File: config.mk
export PLATFORM = sky130hd
export DESIGN_NAME = dmc_front
export DESIGN_NICKNAME = d
export VERILOG_FILES = /design/src/design/direct_mapped_writeback_cache_defines.svh /design/src/design/dmc_pkg.sv /design/src/design/dmc_front.sv
export SDC_FILE = /design/constraint.sdc
export NUM_CORES = 1
export LEC_CHECK = 0
export ABC_CLOCK_PERIOD_IN_PS = 9800
export BUFFER_PORTS_ARGS = -buffer_cell sky130_fd_sc_hd__buf_2
export CORE_MARGIN = 2
export CORE_UTILIZATION = 56
export DETAILED_ROUTE_END_ITERATION = 8
export PLACE_DENSITY = 0.88
export REMOVE_ABC_BUFFERS = 1
export SLEW_MARGIN = 20
export SYNTH_ARGS = -nofsm -noshare
export SYNTH_HDL_FRONTEND = slang
export SYNTH_SLANG_ARGS = --single-unit
export TNS_END_PERCENT = 30
File: constraint.sdc
create_clock -name clk -period 9.8 [get_ports clk]
set_clock_uncertainty 0.05 [all_clocks]
set_input_delay 0.98 -clock clk [delete_from_list [all_inputs] [get_ports clk]]
set_output_delay 0.98 -clock clk [all_outputs]
set_load 0.02 [all_outputs]
File: src/design/direct_mapped_writeback_cache_defines.svh
// Assertion macros used by the cache top level.
// No dependencies; included by the top level.
`ifndef DIRECT_MAPPED_WRITEBACK_CACHE_DEFINES_SVH
`define DIRECT_MAPPED_WRITEBACK_CACHE_DEFINES_SVH

// Implication checked on every clock edge outside reset.
`define DMC_ASSERT_IMP(lbl, clk, rst_n, a, c, msg) \
  lbl: assert property (@(posedge clk) disable iff (!rst_n) (a) |-> (c)) else $error(msg);

// Next-cycle implication checked outside reset.
`define DMC_ASSERT_NEXT(lbl, clk, rst_n, a, c, msg) \
  lbl: assert property (@(posedge clk) disable iff (!rst_n) (a) |=> (c)) else $error(msg);

`endif

File: src/design/dmc_pkg.sv
// Types and constants shared by the cache front end, back end and top level.
// No dependencies.
package dmc_pkg;
  localparam int unsigned REG_W = 10;
  localparam int unsigned CFG_IDX_W = 2;
  localparam int unsigned ADDR_W = 18;

  typedef enum logic [1:0] {
    REQ_READ  = 2'd0,
    REQ_WRITE = 2'd1,
    REQ_CLEAR = 2'd2,
    REQ_INVAL = 2'd3
  } req_e;

  localparam logic [CFG_IDX_W-1:0] CFG_DRAM_RD = 2'd0;
  localparam logic [CFG_IDX_W-1:0] CFG_DRAM_WR = 2'd1;
  localparam logic [CFG_IDX_W-1:0] CFG_L1_RD   = 2'd2;
  localparam logic [CFG_IDX_W-1:0] CFG_L1_WR   = 2'd3;

  typedef struct packed {
    logic [1:0]        req_type;
    logic [ADDR_W-1:0] address;
    logic [31:0]       write_data;
  } in_item_t;

  typedef struct packed {
    logic [31:0] read_data;
    logic        hit;
    logic [31:0] elapsed_time;
  } out_item_t;

  typedef struct packed {
    logic [REG_W-1:0] mem_rd_lat;
    logic [REG_W-1:0] mem_wr_lat;
    logic [REG_W-1:0] hit_rd_lat;
    logic [REG_W-1:0] hit_wr_lat;
  } cfg_t;
endpackage

File: src/design/dmc_front.sv
// Front end: accepts request items into a short queue for the back end.
// Depends on dmc_pkg.
module dmc_front #(
  parameter int unsigned DEPTH = 2
) (
  input  logic              clk,
  input  logic              rst_n,
  input  logic              in_valid,
  output logic              in_stall,
  input  dmc_pkg::in_item_t in_data,
  output logic              q_valid,
  input  logic              q_pop,
  output dmc_pkg::in_item_t q_data
);
  localparam int unsigned PW = (DEPTH > 1) ? $clog2(DEPTH) : 1;

  dmc_pkg::in_item_t mem_r [DEPTH];
  logic [PW-1:0] wp_r, rp_r;
  logic [PW:0]   cnt_r;
  logic          push;

  assign in_stall = (cnt_r == (PW+1)'(DEPTH));
  assign push     = in_valid && !in_stall;
  assign q_valid  = (cnt_r != '0);
  assign q_data   = mem_r[rp_r];

  always_ff @(posedge clk) begin
    if (push) begin
      mem_r[wp_r] <= in_data;
    end
    if (!rst_n) begin
      wp_r  <= '0;
      rp_r  <= '0;
      cnt_r <= '0;
    end else begin
      if (push) begin
        wp_r <= (wp_r == PW'(DEPTH-1)) ? '0 : wp_r + 1'b1;
      end
      if (q_pop) begin
        rp_r <= (rp_r == PW'(DEPTH-1)) ? '0 : rp_r + 1'b1;
      end
      cnt_r <= cnt_r + (PW+1)'(push) - (PW+1)'(q_pop);
    end
  end
endmodule

### After elaboration in Yosys (flattened, before gate mapping)

Memory sizes are Yosys's and may differ from the RTL's. A register that Yosys moved wholly into a read port is not among the register bits.
Index checks and enable logic that the tools add are counted.

* bits in registers: 4
* bits in latches: 0
* RAM bits: 104
* bits in read-only memories: 0
* bits of input ports: 56
* output and inout port bits: 54
* word-level logic and storage cells: 18
* memories kept: 1

* add/sub/neg operators: 4
* $mul: 0
* divide/modulo/power cells: 0
* magnitude comparators: 0
* eq/ne operators: 1
* shifts and indexed selects: 0
* multiplexer cells: 6
* bitwise operators: 0
* reduce and logical (&&, ||, !) cells: 3

Memories
* mem_r: depth 2, width 52, read ports 1, clocked after memory_dff 1, wr ports 1, RTL line dmc_front.sv:17 `dmc_pkg::in_item_t mem_r [DEPTH];`

Operators by type and width (count)
* 1-bit 2-to-1 mux: 6
* 1-bit adder, second input constant: 2
* 2-bit by 1-bit adder with 2-bit output: 1
* 2-bit == test, second input constant: 1
* 2-bit nonzero test: 1
* 2-bit by 1-bit subtractor with 2-bit output: 1
* 1-bit logical AND: 1
* 1-bit zero test: 1

### Logic depth before layout (Yosys ltp)

* word-level depth: 5
* mapped depth: 8
* gate-level depth less buffers: 8

### Least setup slack after synthesis

OpenSTA, ideal clock, no wires.

* kind: input -> register
* start: in in_valid
* end: mem mem_r[0][0] (netlist name), enable pin
* setup time: 462 ps
* arrival: 3254 ps
* required time: 9288 ps
* path slack: 6034 ps
* cell stages on the path: 2
* path through: nand2_1 > nor2_1

* cells in the longest elaborated chain, start to end: 3

Ends and longest elaborated chain
* start, declared: RTL line dmc_front.sv:8 `input logic in_valid,`
* 1-bit logical AND: RTL line dmc_front.sv:23 `assign push = in_valid && !in_stall;`
* 1-bit 2-to-1 mux: RTL line dmc_front.sv:28 `if (push) begin`
* 1-bit 2-to-1 mux (not written as such): RTL line dmc_front.sv:29 `mem_r[wp_r] <= in_data;`
* end, declared: RTL line dmc_front.sv:17

No other way between the ends.

==> reports/metrics.csv <==
metric,value,unit
Inserted Diodes,0,
Internal Power,0.777,mW
Reg2Reg Launch Point,cnt_r[0],
power density over the cells,209,nW/um^2
final worst-path cycle share,30.1,%
worst reg2reg setup slack,7.73,ns
number of DRC violations after detailed routing,0,
synthesized area divided by synthesized cell count,22.5,um^2
total of flip-flops plus latches after synthesis,109,
number of sinks handled by clock tree synthesis,109,
aggregate negative setup slack,0,ns
Unique masters post-synth,18,
unrepaired setup endpoints after global routing,no,
full die area,8280,um^2
WP data arrival,1.92,ns
nature of the critical path endpoint,output pin,
max-cap viol count,0,
Routed WL per cell,15.6,um
total wirelength of the detailed-routed design,6370,um
layout cells sized above 1,59.2,%
number of instances in the synthesized netlist,188,
worst reg-to-reg path cell count,4,
critical path start-end classification,reg2out,
Port-buffer cells,109,
yosys warns,0,
register area,3230,um^2
Worst Setup Start Kind,register,
GR Util All Layers,15.7,%
clock insertion delay at the later pin of the skew report,0.36,ns
sequential element share of the synthesized area,76.1,%
start point of the worst hold path,rp_r,
HPWL after detailed placement,4250,um
fraction of power consumed by combinational cells,18.1,%
last element of the critical path,q_data[39],
grt ovf,0,
share of total power in the clock network,25.8,%
die width,91.0,um
hold-fix buffer count after cts,0,
number of slew-limit violations in the final report,0,
fill cell count,529,
total count of hold-check failures in the final report,0,
initial antenna violation count,0,
layout overhead on the synthesized area,18.7,%
htree depth,3,
FP Rows,31,
clock buffers created by TritonCTS,9,
boundary pin count,110,
core area,7290,um^2
y dimension of the die,91.0,um
proportion of power drawn by flip-flops and latches,56.1,%
average via count per standard cell,4.95,
total iterations of the first detailed-routing run,4,
Critical R2R Capture,mem_r[0][13],
cell at the root of the clock tree,sky130_fd_sc_hd__clkbuf_8,
total setup violations reported at the end of the flow,0,
first-pass GRT wire length,9940,um
Netlist Area Pre-Place,4240,um^2
multi-input gate area in the final layout,900,um^2
worst rel slew slack,37.3,%
net count reported at finish,362,
vias in the first global route,2086,
via count,2020,
RePlAce Congestion,0.695,
power spent charging and discharging nets,0.276,mW
largest buffer count on any clock path,2,
Post-DRT Antenna Nets,0,
post-layout power,1.05,mW
run status,"complete, no violations",
Critical Path Fanout Max,52,
number of DRC markers in iteration 0,61,
highest attainable clock frequency,339,MHz
number of post-CTS setup repair buffers,0,
total leakage power,2.03,nW
worst-case vdd ir drop,0.000130,V
final critical-path required period,2.95,ns
final core utilization,69.0,%
clock input transition at the sequential cells of the worst setup and hold paths,0.10,ns
post-cts resize count,0,
starting density of the core,58.1,%
CTS tree,yes,
min-delay worst type,reg2reg,
Switching Fraction,26.2,%
pin count of the biggest net entering global routing,53,
required time of the critical path,8.77,ns
pin slew with the least headroom to its limit,0.941,ns
cell type report:
type	count	area share, %
clock buffers	9	2.46
clock inverters	7	1.67
inverters	3	0.224
multi-input cells	70	17.9
flip-flops and latches	109	64.2
well taps	99	2.46
repair buffers	111	11.1
Yosys cell counts:
cell type / instances / area, um^2
sky130_fd_sc_hd__buf_12: 5 / 100
sky130_fd_sc_hd__buf_6: 1 / 11.3
sky130_fd_sc_hd__and2_1: 2 / 12.5
sky130_fd_sc_hd__nor2_1: 4 / 15.0
sky130_fd_sc_hd__or2_2: 1 / 6.26
sky130_fd_sc_hd__xnor2_1: 1 / 8.76
sky130_fd_sc_hd__nand2_1: 2 / 7.51
sky130_fd_sc_hd__ha_1: 2 / 25.0
sky130_fd_sc_hd__nor3_1: 1 / 5.00
sky130_fd_sc_hd__xor2_1: 1 / 8.76
sky130_fd_sc_hd__and3_1: 1 / 6.26
sky130_fd_sc_hd__mux2_4: 50 / 751
sky130_fd_sc_hd__inv_1: 3 / 11.3
sky130_fd_sc_hd__mux2i_1: 1 / 10.0
sky130_fd_sc_hd__nand2b_1: 2 / 12.5
sky130_fd_sc_hd__edfxtp_1: 104 / 3120
sky130_fd_sc_hd__mux2_2: 2 / 22.5
sky130_fd_sc_hd__dfxtp_1: 5 / 100
stage by stage:
stage	hold WS, ns	instances	instance area (um^2)	setup slack (ns)
6_report	0.482	408	5030	6.85
5_1_grt	0.526	408	5030	6.72
4_1_cts	0.493	408	5030	6.79
3_5_place_dp	0.465	392	4820	7.13
3_3_place_gp	0.440	392	4820	7.14
2_1_floorplan	0.405	182	4130	6.03
cell families (layout without fill, tap and decap cells):
family / after synthesis / in the layout / share of synthesized area (%)
xor+xnor: 2 / 2 / 0.414
fa+ha+maj: 2 / 2 / 0.591
buf+inv: 9 / 130 / 2.89
flops: 109 / 109 / 76.1
mux: 53 / 53 / 18.5
simple gates: 13 / 13 / 1.54
registers in the layout, summed over array words and instances, names as in the netlist, named ones only:
| name | flops |
|---|---|
| rp_r | 1 |
| wp_r | 1 |
| cnt_r | 2 |
| mem_r | 104 |
metal layers:
layer | part of all wire [%] | global-route usage (%)
met5 | 0 | 0
met4 | 0.94 | 6.31
met3 | 6.6 | 4.23
met2 | 50 | 26.5
met1 | 42 | 19.4
worst max-delay path, cell delays in order, from the launching register on:
cell and delay (ns):
sky130_fd_sc_hd__dfxtp_4 0.98, sky130_fd_sc_hd__mux2_2 0.42, sky130_fd_sc_hd__buf_2 0.16
worst min-delay path by stage:
| stage | end | cells after the start |
|---|---|---|
| after global routing | wp_r | 2 |
| after floorplan | wp_r | 2 |
| after CTS | wp_r | 2 |
| final | rp_r | 2 |
| after detailed placement | register | 2 |
| after global placement | register | 2 |
power groups by stage:
| stage | Clock, mW | Combinational (mW) | Sequential (mW) |
|---|---|---|---|
| finish | 0.272 | 0.190 | 0.591 |
| global route | 0.299 | 0.203 | 0.597 |
| CTS | 0.278 | 0.193 | 0.592 |
| detailed placement | 0 | 0.192 | 0.603 |
| global placement | 0 | 0.189 | 0.599 |
| floorplan | 0 | 0.136 | 0.598 |
cells in the final DEF, fill, tap and decap left out:
master,Yosys,layout
sky130_fd_sc_hd__mux2_4,50,50
sky130_fd_sc_hd__clkbuf_8,0,9
sky130_fd_sc_hd__inv_8,0,2
sky130_fd_sc_hd__and3_2,0,1
sky130_fd_sc_hd__nand2b_1,2,2
sky130_fd_sc_hd__nor2_4,0,1
sky130_fd_sc_hd__ha_1,2,2
sky130_fd_sc_hd__nor3_1,1,1
sky130_fd_sc_hd__dfxtp_1,5,4
sky130_fd_sc_hd__or2_2,1,1
sky130_fd_sc_hd__xnor2_1,1,1
sky130_fd_sc_hd__clkinv_4,0,3
sky130_fd_sc_hd__buf_4,0,2
sky130_fd_sc_hd__buf_2,0,109
sky130_fd_sc_hd__mux2i_1,1,1
sky130_fd_sc_hd__clkinv_2,0,1
sky130_fd_sc_hd__edfxtp_1,104,104
sky130_fd_sc_hd__and2_1,2,2
sky130_fd_sc_hd__dfxtp_4,0,1
sky130_fd_sc_hd__bufinv_16,0,1
sky130_fd_sc_hd__nand2_1,2,2
sky130_fd_sc_hd__mux2_2,2,2
sky130_fd_sc_hd__inv_1,3,3
sky130_fd_sc_hd__nor2_1,4,3
sky130_fd_sc_hd__xor2_1,1,1
Power figures use the tool's default switching activity.
